## src/slrep_pkg.sv

```systemverilog
package slrep_pkg;

  // Token classes, one per column of the action table.
  typedef enum logic [2:0] {
    TK_ID    = 3'd0,
    TK_PLUS  = 3'd1,
    TK_STAR  = 3'd2,
    TK_LPAR  = 3'd3,
    TK_RPAR  = 3'd4,
    TK_END   = 3'd5,
    TK_BAD   = 3'd6
  } tok_t;

  // Kind of parser action.
  typedef enum logic [1:0] {
    AK_ERR    = 2'd0,
    AK_SHIFT  = 2'd1,
    AK_REDUCE = 2'd2,
    AK_ACCEPT = 2'd3
  } act_kind_t;

  typedef struct packed {
    act_kind_t  kind;
    logic [3:0] arg;
  } act_t;

  // Result of a goto lookup; ok is low where the table has no entry.
  typedef struct packed {
    logic       ok;
    logic [3:0] state;
  } goto_t;

  // Nonterminals on the left-hand side of a rule.
  typedef enum logic [1:0] {
    NT_E = 2'd0,
    NT_T = 2'd1,
    NT_F = 2'd2
  } nterm_t;

  // Rule numbers: E+T, E->T, T*F, T->F, (E), id.
  localparam logic [2:0] RULE_ADD   = 3'd1;
  localparam logic [2:0] RULE_E_T   = 3'd2;
  localparam logic [2:0] RULE_MUL   = 3'd3;
  localparam logic [2:0] RULE_T_F   = 3'd4;
  localparam logic [2:0] RULE_PAREN = 3'd5;
  localparam logic [2:0] RULE_ID    = 3'd6;

  // Status codes of a status record.
  typedef enum logic [2:0] {
    STS_SHIFTED  = 3'd0,
    STS_ACCEPTED = 3'd1,
    STS_SYNTAX   = 3'd2,
    STS_STACK    = 3'd3,
    STS_TEMP     = 3'd4
  } status_t;

  localparam logic REC_CODE   = 1'b0;
  localparam logic REC_STATUS = 1'b1;
  localparam logic OP_ADD     = 1'b0;
  localparam logic OP_MUL     = 1'b1;

  // Reduction passes allowed per token before it counts as a syntax error.
  localparam int unsigned MAX_STEPS = 16;

  // Sequencer states.
  typedef enum logic [1:0] {
    FSM_IDLE   = 2'd0,
    FSM_DECIDE = 2'd1,
    FSM_REDUCE = 2'd2,
    FSM_FAIL   = 2'd3
  } fsm_t;

  // Stack port strobes.
  typedef struct packed {
    logic wr_en;
    logic rd_en;
  } stk_ctl_t;

  // One result record.
  typedef struct packed {
    logic       record_kind;
    logic [7:0] dest_temp;
    logic       operator_kind;
    logic       left_is_temp;
    logic [7:0] left_value;
    logic       right_is_temp;
    logic [7:0] right_value;
    logic [2:0] status_code;
    logic       last_record;
  } rec_t;

  function automatic tok_t classify(input logic [7:0] c);
    tok_t t;
    if ((c >= 8'h30 && c <= 8'h39) || (c >= 8'h41 && c <= 8'h5A) ||
        (c >= 8'h61 && c <= 8'h7A)) begin
      t = TK_ID;
    end else begin
      unique case (c)
        8'h2B:   t = TK_PLUS;
        8'h2A:   t = TK_STAR;
        8'h28:   t = TK_LPAR;
        8'h29:   t = TK_RPAR;
        8'h24:   t = TK_END;
        default: t = TK_BAD;
      endcase
    end
    return t;
  endfunction

  function automatic act_t mk(input act_kind_t k, input logic [3:0] a);
    act_t r;
    r.kind = k;
    r.arg  = a;
    return r;
  endfunction

  // SLR(1) action table.
  function automatic act_t action_of(input logic [3:0] st, input tok_t t);
    act_t r;
    r = mk(AK_ERR, 4'd0);
    unique case (st)
      4'd0, 4'd4, 4'd6, 4'd7: begin
        if (t == TK_ID) r = mk(AK_SHIFT, 4'd5);
        else if (t == TK_LPAR) r = mk(AK_SHIFT, 4'd4);
      end
      4'd1: begin
        if (t == TK_PLUS) r = mk(AK_SHIFT, 4'd6);
        else if (t == TK_END) r = mk(AK_ACCEPT, 4'd0);
      end
      4'd2, 4'd9: begin
        if (t == TK_STAR) r = mk(AK_SHIFT, 4'd7);
        else if (t == TK_PLUS || t == TK_RPAR || t == TK_END)
          r = mk(AK_REDUCE, (st == 4'd2) ? 4'(RULE_E_T) : 4'(RULE_ADD));
      end
      4'd3, 4'd5, 4'd10, 4'd11: begin
        if (t == TK_PLUS || t == TK_STAR || t == TK_RPAR || t == TK_END) begin
          unique case (st)
            4'd3:    r = mk(AK_REDUCE, 4'(RULE_T_F));
            4'd5:    r = mk(AK_REDUCE, 4'(RULE_ID));
            4'd10:   r = mk(AK_REDUCE, 4'(RULE_MUL));
            default: r = mk(AK_REDUCE, 4'(RULE_PAREN));
          endcase
        end
      end
      4'd8: begin
        if (t == TK_PLUS) r = mk(AK_SHIFT, 4'd6);
        else if (t == TK_RPAR) r = mk(AK_SHIFT, 4'd11);
      end
      default: r = mk(AK_ERR, 4'd0);
    endcase
    return r;
  endfunction

  // Goto table on nonterminals.
  function automatic goto_t goto_of(input logic [3:0] st, input nterm_t nt);
    goto_t g;
    g = '0;
    unique case (st)
      4'd0: begin
        g.ok = 1'b1;
        g.state = (nt == NT_E) ? 4'd1 : (nt == NT_T) ? 4'd2 : 4'd3;
      end
      4'd4: begin
        g.ok = 1'b1;
        g.state = (nt == NT_E) ? 4'd8 : (nt == NT_T) ? 4'd2 : 4'd3;
      end
      4'd6: begin
        g.ok = (nt != NT_E);
        g.state = (nt == NT_T) ? 4'd9 : 4'd3;
      end
      4'd7: begin
        g.ok = (nt == NT_F);
        g.state = 4'd10;
      end
      default: g = '0;
    endcase
    return g;
  endfunction

  function automatic logic [1:0] rule_len(input logic [2:0] rule);
    return (rule == RULE_ADD || rule == RULE_MUL || rule == RULE_PAREN) ? 2'd3 : 2'd1;
  endfunction

  function automatic nterm_t rule_lhs(input logic [2:0] rule);
    nterm_t n;
    unique case (rule)
      RULE_ADD, RULE_E_T: n = NT_E;
      RULE_MUL, RULE_T_F: n = NT_T;
      default:            n = NT_F;
    endcase
    return n;
  endfunction

endpackage

```

## src/slrep_stack.sv

```systemverilog
module slrep_stack
  import slrep_pkg::*;
#(
  parameter int unsigned STACK_DEPTH = 32,
  parameter int unsigned AW          = $clog2(STACK_DEPTH)
) (
  input  logic          clk,
  input  stk_ctl_t      ctl,
  input  logic [AW-1:0] wr_addr,
  input  logic [3:0]    wr_state,
  input  logic [8:0]    wr_opnd,
  input  logic [AW-1:0] rd_state_addr,
  input  logic [AW-1:0] rd_opnd_addr,
  output logic [3:0]    rd_state,
  output logic [8:0]    rd_opnd
);

  logic [3:0] state_mem [STACK_DEPTH];
  logic [8:0] opnd_mem  [STACK_DEPTH];

  // Both stacks share the write address; each has its own read address.
  always_ff @(posedge clk) begin
    if (ctl.wr_en) begin
      state_mem[wr_addr] <= wr_state;
      opnd_mem[wr_addr]  <= wr_opnd;
    end
  end

  // Registered read data.
  always_ff @(posedge clk) begin
    if (ctl.rd_en) begin
      rd_state <= state_mem[rd_state_addr];
      rd_opnd  <= opnd_mem[rd_opnd_addr];
    end
  end

endmodule

```

## src/slrep_ctrl.sv

```systemverilog
module slrep_ctrl
  import slrep_pkg::*;
#(
  parameter int unsigned STACK_DEPTH = 32,
  parameter int unsigned AW          = $clog2(STACK_DEPTH)
) (
  input  logic          clk,
  input  logic          rst,
  input  logic          in_valid,
  output logic          in_ready,
  input  logic [7:0]    in_byte,
  output logic          out_valid,
  input  logic          out_ready,
  output rec_t          out_rec,
  output stk_ctl_t      stk_ctl,
  output logic [AW-1:0] wr_addr,
  output logic [3:0]    wr_state,
  output logic [8:0]    wr_opnd,
  output logic [AW-1:0] rd_state_addr,
  output logic [AW-1:0] rd_opnd_addr,
  input  logic [3:0]    rd_state,
  input  logic [8:0]    rd_opnd
);

  localparam logic [AW:0] DEPTH_EXT = (AW+1)'(STACK_DEPTH);

  fsm_t          fsm, fsm_next;
  tok_t          tok, tok_next;
  logic [7:0]    tok_byte, tok_byte_next;
  logic [AW-1:0] top, top_next;
  logic [3:0]    top_state, top_state_next;
  logic [8:0]    top_opnd, top_opnd_next;
  logic [8:0]    next_temp, next_temp_next;
  logic [4:0]    iter, iter_next;
  logic [1:0]    nrec, nrec_next;
  logic [2:0]    rule, rule_next;
  rec_t          rec, rec_next;
  logic          rec_valid, rec_valid_next;

  // Shared decision signals.
  logic          out_busy;
  act_t          act;
  logic [2:0]    act_rule;
  logic          act_arith;
  logic          steps_done;
  logic          push_full;
  logic          red_bad;
  logic          tmp_ovf;
  logic          rec_full;
  logic          red_go;
  logic          rule_arith;
  logic [AW-1:0] base;
  logic [3:0]    base_state;
  goto_t         gto;
  logic          restart;

  always_comb begin
    out_busy   = rec_valid && !out_ready;
    act        = action_of(top_state, tok);
    act_rule   = act.arg[2:0];
    act_arith  = (act_rule == RULE_ADD) || (act_rule == RULE_MUL);
    steps_done = (iter == 5'(MAX_STEPS));
    push_full  = (({1'b0, top} + (AW+1)'(1)) >= DEPTH_EXT);
    red_bad    = (act.arg == 4'd0) || (act.arg > 4'd6) ||
                 (top < AW'(rule_len(act_rule)));
    tmp_ovf    = act_arith && next_temp[8];
    rec_full   = act_arith && (nrec == 2'd2);
    red_go     = !red_bad && !tmp_ovf && !rec_full;
    rule_arith = (rule == RULE_ADD) || (rule == RULE_MUL);
    base       = top - AW'(rule_len(rule));
    base_state = (base == '0) ? 4'd0 : rd_state;
    gto        = goto_of(base_state, rule_lhs(rule));
  end

  // Next-state logic.
  always_comb begin
    fsm_next = fsm;
    unique case (fsm)
      FSM_IDLE: begin
        if (in_valid) fsm_next = FSM_DECIDE;
      end
      FSM_DECIDE: begin
        if (!out_busy) begin
          if (steps_done) fsm_next = FSM_IDLE;
          else if (act.kind == AK_REDUCE && red_go) fsm_next = FSM_REDUCE;
          else fsm_next = FSM_IDLE;
        end
      end
      FSM_REDUCE: begin
        if (!(rule_arith && out_busy)) begin
          fsm_next = gto.ok ? FSM_DECIDE : FSM_FAIL;
        end
      end
      FSM_FAIL: begin
        if (!out_busy) fsm_next = FSM_IDLE;
      end
      default: fsm_next = FSM_IDLE;
    endcase
  end

  // Datapath and output logic.
  always_comb begin
    tok_next       = tok;
    tok_byte_next  = tok_byte;
    top_next       = top;
    top_state_next = top_state;
    top_opnd_next  = top_opnd;
    next_temp_next = next_temp;
    iter_next      = iter;
    nrec_next      = nrec;
    rule_next      = rule;
    rec_next       = rec;
    rec_valid_next = rec_valid && !out_ready;
    restart        = 1'b0;
    stk_ctl        = '0;
    wr_addr        = top + AW'(1);
    wr_state       = act.arg;
    wr_opnd        = {1'b0, tok_byte};
    rd_state_addr  = top - AW'(rule_len(act_rule));
    rd_opnd_addr   = top - ((act_rule == RULE_PAREN) ? AW'(1) : AW'(2));

    unique case (fsm)
      FSM_IDLE: begin
        if (in_valid) begin
          tok_next      = classify(in_byte);
          tok_byte_next = in_byte;
          iter_next     = '0;
          nrec_next     = '0;
        end
      end

      FSM_DECIDE: begin
        if (!out_busy) begin
          rec_next             = '0;
          rec_next.record_kind = REC_STATUS;
          rec_next.last_record = 1'b1;
          rec_next.status_code = STS_SYNTAX;
          if (steps_done) begin
            rec_valid_next = 1'b1;
            restart        = 1'b1;
          end else begin
            unique case (act.kind)
              AK_ERR: begin
                rec_valid_next = 1'b1;
                restart        = 1'b1;
              end
              AK_ACCEPT: begin
                rec_next.status_code  = STS_ACCEPTED;
                rec_next.left_is_temp = top_opnd[8];
                rec_next.left_value   = top_opnd[7:0];
                rec_valid_next        = 1'b1;
                restart               = 1'b1;
              end
              AK_SHIFT: begin
                rec_valid_next = 1'b1;
                if (push_full) begin
                  rec_next.status_code = STS_STACK;
                  restart              = 1'b1;
                end else begin
                  rec_next.status_code = STS_SHIFTED;
                  stk_ctl.wr_en        = 1'b1;
                  top_next             = top + AW'(1);
                  top_state_next       = act.arg;
                  top_opnd_next        = {1'b0, tok_byte};
                end
              end
              AK_REDUCE: begin
                iter_next = iter + 5'd1;
                if (red_bad) begin
                  rec_valid_next = 1'b1;
                  restart        = 1'b1;
                end else if (tmp_ovf) begin
                  rec_next.status_code = STS_TEMP;
                  rec_valid_next       = 1'b1;
                  restart              = 1'b1;
                end else if (rec_full) begin
                  rec_valid_next = 1'b1;
                  restart        = 1'b1;
                end else begin
                  stk_ctl.rd_en = 1'b1;
                  rule_next     = act_rule;
                end
              end
              default: ;
            endcase
          end
        end
      end

      FSM_REDUCE: begin
        if (!(rule_arith && out_busy)) begin
          // Operand of the reduced nonterminal.
          if (rule_arith) begin
            top_opnd_next          = {1'b1, next_temp[7:0]};
            rec_next               = '0;
            rec_next.record_kind   = REC_CODE;
            rec_next.dest_temp     = next_temp[7:0];
            rec_next.operator_kind = (rule == RULE_MUL) ? OP_MUL : OP_ADD;
            rec_next.left_is_temp  = rd_opnd[8];
            rec_next.left_value    = rd_opnd[7:0];
            rec_next.right_is_temp = top_opnd[8];
            rec_next.right_value   = top_opnd[7:0];
            rec_valid_next         = 1'b1;
            next_temp_next         = next_temp + 9'd1;
            nrec_next              = nrec + 2'd1;
          end else if (rule == RULE_PAREN) begin
            top_opnd_next = rd_opnd;
          end
          // Push the goto state on the shortened stack.
          wr_addr  = base + AW'(1);
          wr_state = gto.state;
          wr_opnd  = top_opnd_next;
          if (gto.ok) begin
            stk_ctl.wr_en  = 1'b1;
            top_next       = base + AW'(1);
            top_state_next = gto.state;
          end
        end
      end

      FSM_FAIL: begin
        if (!out_busy) begin
          rec_next             = '0;
          rec_next.record_kind = REC_STATUS;
          rec_next.last_record = 1'b1;
          rec_next.status_code = STS_SYNTAX;
          rec_valid_next       = 1'b1;
          restart              = 1'b1;
        end
      end

      default: ;
    endcase

    // Accept and every error start a new expression.
    if (restart) begin
      top_next       = '0;
      top_state_next = 4'd0;
      next_temp_next = 9'd1;
    end
  end

  // Control registers.
  always_ff @(posedge clk) begin
    if (rst) begin
      fsm       <= FSM_IDLE;
      top       <= '0;
      top_state <= 4'd0;
      next_temp <= 9'd1;
      rec_valid <= 1'b0;
      iter      <= '0;
      nrec      <= '0;
    end else begin
      fsm       <= fsm_next;
      top       <= top_next;
      top_state <= top_state_next;
      next_temp <= next_temp_next;
      rec_valid <= rec_valid_next;
      iter      <= iter_next;
      nrec      <= nrec_next;
    end
  end

  // Payload registers.
  always_ff @(posedge clk) begin
    tok      <= tok_next;
    tok_byte <= tok_byte_next;
    top_opnd <= top_opnd_next;
    rule     <= rule_next;
    rec      <= rec_next;
  end

  assign in_ready  = (fsm == FSM_IDLE);
  assign out_valid = rec_valid;
  assign out_rec   = rec;

endmodule

```

## src/slr_expression_parser_tac_top.sv

```systemverilog
// SLR(1) shift-reduce parser for E->E+T|T, T->T*F|F, F->(E)|id that emits
// three-address code.
// Input: one token byte per beat on s_axis. Letters and digits are ids;
// + * ( ) $ stand for themselves and $ ends the expression.
// Output: per token, up to two three-address records (tuser low) and then
// one status record (tuser high, tlast high) on m_axis.
// Flow: a token is taken in, then each reduction it triggers runs, at most
// three per token, and then its shift, accept or error follows. Each reduction
// passes through a decide and a reduce state, as the stack memory's read port
// is registered. s_axis_tready is high only between tokens.
// A finished record waits in an output register; when the receiver stalls,
// the parser holds at its next record until that register drains.
// Reset clears the stack to the start state and the temp counter to one.
// Accept and every error do the same, so the next beat starts a new
// expression. No clearing pass is needed after reset.
module slr_expression_parser_tac_top
  import slrep_pkg::*;
#(
  parameter int unsigned STACK_DEPTH = 32
) (
  input  logic        clk,
  input  logic        rst,
  input  logic        s_axis_tvalid,
  output logic        s_axis_tready,
  input  logic [7:0]  s_axis_tdata,  // [7:0] token_byte
  output logic        m_axis_tvalid,
  input  logic        m_axis_tready,
  // [7:0] dest_temp, [8] operator_kind, [9] left_is_temp, [17:10] left_value,
  // [18] right_is_temp, [26:19] right_value, [29:27] status_code, [31:30] zero
  output logic [31:0] m_axis_tdata,
  output logic        m_axis_tuser,  // [0] record_kind
  output logic        m_axis_tlast   // last_record
);

  localparam int unsigned AW = $clog2(STACK_DEPTH);

  stk_ctl_t      stk_ctl;
  logic [AW-1:0] wr_addr;
  logic [3:0]    wr_state;
  logic [8:0]    wr_opnd;
  logic [AW-1:0] rd_state_addr;
  logic [AW-1:0] rd_opnd_addr;
  logic [3:0]    rd_state;
  logic [8:0]    rd_opnd;
  rec_t          rec;

  // Sequencer with the action and goto tables.
  slrep_ctrl #(
    .STACK_DEPTH(STACK_DEPTH),
    .AW         (AW)
  ) u_ctrl (
    .clk          (clk),
    .rst          (rst),
    .in_valid     (s_axis_tvalid),
    .in_ready     (s_axis_tready),
    .in_byte      (s_axis_tdata),
    .out_valid    (m_axis_tvalid),
    .out_ready    (m_axis_tready),
    .out_rec      (rec),
    .stk_ctl      (stk_ctl),
    .wr_addr      (wr_addr),
    .wr_state     (wr_state),
    .wr_opnd      (wr_opnd),
    .rd_state_addr(rd_state_addr),
    .rd_opnd_addr (rd_opnd_addr),
    .rd_state     (rd_state),
    .rd_opnd      (rd_opnd)
  );

  // State and operand stacks.
  slrep_stack #(
    .STACK_DEPTH(STACK_DEPTH),
    .AW         (AW)
  ) u_stack (
    .clk          (clk),
    .ctl          (stk_ctl),
    .wr_addr      (wr_addr),
    .wr_state     (wr_state),
    .wr_opnd      (wr_opnd),
    .rd_state_addr(rd_state_addr),
    .rd_opnd_addr (rd_opnd_addr),
    .rd_state     (rd_state),
    .rd_opnd      (rd_opnd)
  );

  // Pack the record into the output beat.
  assign m_axis_tdata = {2'b00, rec.status_code, rec.right_value, rec.right_is_temp,
                         rec.left_value, rec.left_is_temp, rec.operator_kind,
                         rec.dest_temp};
  assign m_axis_tuser = rec.record_kind;
  assign m_axis_tlast = rec.last_record;

  // The status record is always the last one of a token.
  a_status_last: assert property (@(posedge clk) disable iff (rst)
    m_axis_tvalid |-> (m_axis_tuser == m_axis_tlast))
    else $error("status record and last flag disagree");

  // A three-address record defines a nonzero temp and carries no status.
  a_code_rec: assert property (@(posedge clk) disable iff (rst)
    (m_axis_tvalid && !m_axis_tuser) |->
      (m_axis_tdata[29:27] == 3'd0 && m_axis_tdata[7:0] != 8'd0))
    else $error("malformed three-address record");

  // The parser is busy in the cycle after it takes a token.
  a_busy: assert property (@(posedge clk) disable iff (rst)
    (s_axis_tvalid && s_axis_tready) |=> !s_axis_tready)
    else $error("token taken while a token is in work");

endmodule

```

## config.mk

```make
export PLATFORM = sky130hd
export DESIGN_NAME = slr_expression_parser_tac_top
export DESIGN_NICKNAME = d
export VERILOG_FILES = /design/src/slrep_pkg.sv /design/src/slrep_stack.sv /design/src/slrep_ctrl.sv /design/src/slr_expression_parser_tac_top.sv
export SDC_FILE = /design/constraint.sdc
export NUM_CORES = 1
export LEC_CHECK = 0
export BUFFER_PORTS_ARGS = -buffer_cell sky130_fd_sc_hd__buf_2
export CORE_MARGIN = 5
export CORE_UTILIZATION = 28
export DETAILED_ROUTE_END_ITERATION = 8
export GPL_TIMING_DRIVEN = 0
export HOLD_SLACK_MARGIN = 0.08
export PLACE_DENSITY_LB_ADDON = 0.15
export SETUP_SLACK_MARGIN = 0.15
export SLEW_MARGIN = 20
export SYNTH_ARGS = -nofsm -noshare
export SYNTH_HDL_FRONTEND = slang
export SYNTH_HIERARCHICAL = 1
export SYNTH_SLANG_ARGS = --single-unit
```

## constraint.sdc

```tcl
create_clock -name clk -period 7.7 [get_ports clk]
set_input_delay 1.54 -clock clk [delete_from_list [all_inputs] [get_ports clk]]
set_output_delay 1.54 -clock clk [all_outputs]
set_load 0.05 [all_outputs]
```

==> results.yml <==
worst_setup_path:
  cp-end-kind: "flip-flop"
  rr_endpoint: "u_stack/rd_opnd[5]"
  crit_arrival_ns: 6.42
  startpoint_type: "flip-flop"
  reg2reg_slack_ns: 1.62
  crit_fanout: 10
  reg2reg_depth: 16
  worstPathRequired_ns: 8.04
  rr_startpoint: "u_ctrl/tok[2]"
  path_class: "reg2reg"
synthesis:
  synth-edff-count: 483
  synthTopCellsByArea: "edfxtp_1 (67%), mux4_2 (14%), dfxtp_1 (2.6%), nor2_1 (1.9%), ha_1 (1.1%)"
  yosysTopAreaCell: "edfxtp_1"
  synth_top_family_by_area: "multiplexers"
  synth_common_cells: "edfxtp_1 (483), mux4_2 (130), nor2_1 (110), nand2_1 (41), nor3_1 (30)"
  yosysTopAreaCellShare_pct: 66.9
  netlist_area_um2: 21700
  synth-xor-area-share_pct: 1.21
  yosys_warnings: 6
  synth_seq_cells: 511
  synthAdderAreaFrac_pct: 1.37
  ys_types: 75
  synth_compound_area_share_pct: 4.77
  postSynthAreaPerCell_um2: 17.5
  yosysMostFrequentCell: "edfxtp_1"
  synth_seq_area_share_pct: 69.5
  synth_mux_area_share_pct: 14.5
  async_flop_share_pct: 0
  ys.flop_type: "edfxtp_1"
  synthCells: 1237
  yosys.area_share.simple_pct: 6.51
clock_network:
  cts.htree.levels: 2
  clock_sinks: 511
  cts_setup_buffers: 0
  holdBufCountCts: 0
  clock_path_buffers: 3
  cts_tree: "done"
  cts_root_buf: "clkbuf_16"
  cts_resized: 0
  clk_latency_ns: 0.63
  cts-buffers-inserted: 58
  clk_pin_slew_ns: 0.05
timing:
  fin_skew_ns: 0.0420
  tightest_slew_ns: 1.09
  finalHoldViolCount: 0
  slew_violations: 0
  setup_viol: 0
  post-route-period-util_pct: 79.0
  finalHoldWorstSlack_ns: 0.475
  fmax_ghz: 0.164
  slew_headroom_pct: 27.3
  rsz0062_at_grt: "false"
  tns_ns: 0
  layout_min_cycle_time_ns: 6.08
floorplan:
  io_pins: 48
  die_w_um: 288
  start_util_pct: 28.1
  core_area_um2: 77100
  die_y_um: 288
  die_area_um2: 83100
  core.rowCount: 102
place:
  dp_cells: 2364
  place_hpwl_um: 40000
  gp_congestion: 0.795
  io_buffers: 44
min_path:
  holdPathEnd: "u_ctrl/nrec[0]"
  min_from: "u_ctrl/nrec[0]"
  hold_depth: 1
  hp-class: "reg2reg"
detailed_routing:
  ant_nets: 0
  wirelength_um: 57500
  num_vias: 11700
  drcViolationCount: 0
  firstDrtPassIters: 5
  via_per_inst: 4.76
  drt_iter0_drc: 917
  wl_per_cell_um: 23.3
layout:
  fin_nets: 1418
  final_cells: 2468
  insertedDiodeCount: 0
  drive_above_1_share_pct: 28.2
  fin_util_pct: 33.7
  areaGrowthSynthToFinish_pct: 19.9
pwr:
  power_frac_clock_pct: 44.3
  cell_internal_pwr_w: 0.00474
  p_switching_w: 0.00131
  sw_frac_of_total_pct: 21.7
  ir_drop_v: 0.000182
  powerDensity_nw_per_um2: 233
  pwr-share-comb_pct: 5.0
  p_seq_share_pct: 50.7
  leakage_nw: 8.44
grt:
  grt_antenna_before_repair: 2
  grt_max_degree: 33
  first_global_vias: 12100
  grt_usage_pct: 13.7
  grt_pass1_wl_um: 83700
  overflow: 0
status:
  status: "complete, no violations"
run:
  maxCapViolCount: 0
## logic make-up (layout without fill, tap and decap cells)
family                   Yosys count  count (layout)
flip-flops                       511             511
AND/OR/NAND/NOR                  280             280
adder cells (fa/ha/maj)           22              22
multiplexers                     150             150
buffers and inverters             98             288
XOR/XNOR                          30              30
other                              1               2
AO/OA/AOI/OAI                    145             145
## how the worst max path moves through the flow
| stage | depth (start not counted) | from | to | slack, ns |
|---|---|---|---|---|
| floorplan | 16 | u_ctrl/tok[2] | u_stack/rd_opnd[0] | 3.28 |
| global placement | 6 | m_axis_tready | u_stack/opnd_mem[12][4] | 1.51 |
| detailed placement | 17 | u_ctrl/tok[1] | u_stack/rd_opnd[5] | 1.55 |
| CTS | 16 | u_ctrl/tok[2] | u_stack/rd_opnd[5] | 1.54 |
| global route | 16 | u_ctrl/tok[2] | u_stack/rd_opnd[5] | 1.35 |
| finish | 16 | u_ctrl/tok[2] | u_stack/rd_opnd[5] | 1.62 |
## flip-flops by register name, summed over array words and instances (netlist names), 3 cells and up
signal             count
u_ctrl/top_state       4
u_ctrl/top             5
u_ctrl/rule            3
u_ctrl/top_opnd        9
u_ctrl/tok_byte        8
u_stack/opnd_mem     288
u_stack/rd_state       4
u_stack/state_mem    128
u_stack/rd_opnd        9
u_ctrl/tok             3
u_ctrl/next_temp       9
u_ctrl/out_rec        31
u_ctrl/iter            5
## per-layer routing
| layer | global-route usage (%) | vias up | wire length [um] |
|---|---|---|---|
| li1 | - | 5258 | - |
| met1 | 18.7 | 6145 | 26100 |
| met2 | 23.1 | 266 | 28100 |
| met3 | 2.26 | 69 | 2320 |
| met4 | 3.22 | 2 | 1070 |
| met5 | 0 | - | 13 |
## area by class of cell
type / instances / area [um^2]
fillers: 7437 / 51100
multi-input cells: 629 / 6420
flip-flops and latches: 511 / 15100
clock buffers: 66 / 1480
clock inverters: 38 / 367
repair buffers: 86 / 902
plain buffers: 69 / 347
inverters: 29 / 109
well taps: 1040 / 1300
## power by group through the flow
| stage | clock [W] | sequential, W | combinational [W] |
|---|---|---|---|
| 4_1_cts | 0.00276 | 0.00307 | 0.000308 |
| 5_1_grt | 0.00288 | 0.00307 | 0.000325 |
| 2_1_floorplan | 0 | 0.00316 | 0.000150 |
| 3_5_place_dp | 0 | 0.00313 | 0.000307 |
| 3_3_place_gp | 0 | 0.00313 | 0.000276 |
| 6_report | 0.00268 | 0.00307 | 0.000303 |
## layout by cell type (no fill, tap or decap), types with 8 or more instances in the layout
cell type	netlist	layout
nor2b_1	12	12
a21oi_4	0	8
buf_16	0	9
nor3_1	30	29
nand4_1	10	10
a22o_1	20	20
nand3_1	12	12
a31oi_1	9	8
buf_6	2	17
nor2_2	1	30
buf_1	18	18
clkinv_1	0	18
mux4_2	130	130
nand3b_1	9	9
mux2_2	15	15
clkbuf_16	0	58
a21oi_1	26	18
dfxtp_1	28	28
nand2_1	41	41
ha_1	19	19
a211oi_1	9	9
edfxtp_1	483	483
clkinv_2	0	9
inv_1	28	28
o21ai_0	29	28
and2_1	13	13
nor2_1	110	74
buf_8	0	14
xnor2_1	14	14
buf_4	17	19
xor2_1	16	16
buf_2	7	51
a221oi_1	8	8
clkbuf_1	25	33
## worst max-delay path: stages, from the launching register on
cell      delay, ns
edfxtp_1       0.42
buf_4          0.20
nor2_2         0.27
a31oi_1        0.12
or4_4          0.55
nand2_1        0.22
nand2_1        0.08
nor2_1         0.32
ha_1           0.22
inv_1          0.06
fa_1           0.39
xnor2_1        0.15
clkbuf_1       0.59
buf_1          0.87
mux4_2         0.46
mux4_2         0.53
mux2_2         0.33
## per-stage QoR
stage               total power [W]  instance area [um^2]  setup slack [ns]
finish                      0.00605                 26000              1.62
global route                0.00628                 26000              1.35
CTS                         0.00614                 26000              1.54
detailed placement          0.00343                 24100              1.55
global placement            0.00341                 23200              1.51
floorplan                   0.00331                 21700              3.28
(Power assumes the default switching activity.)
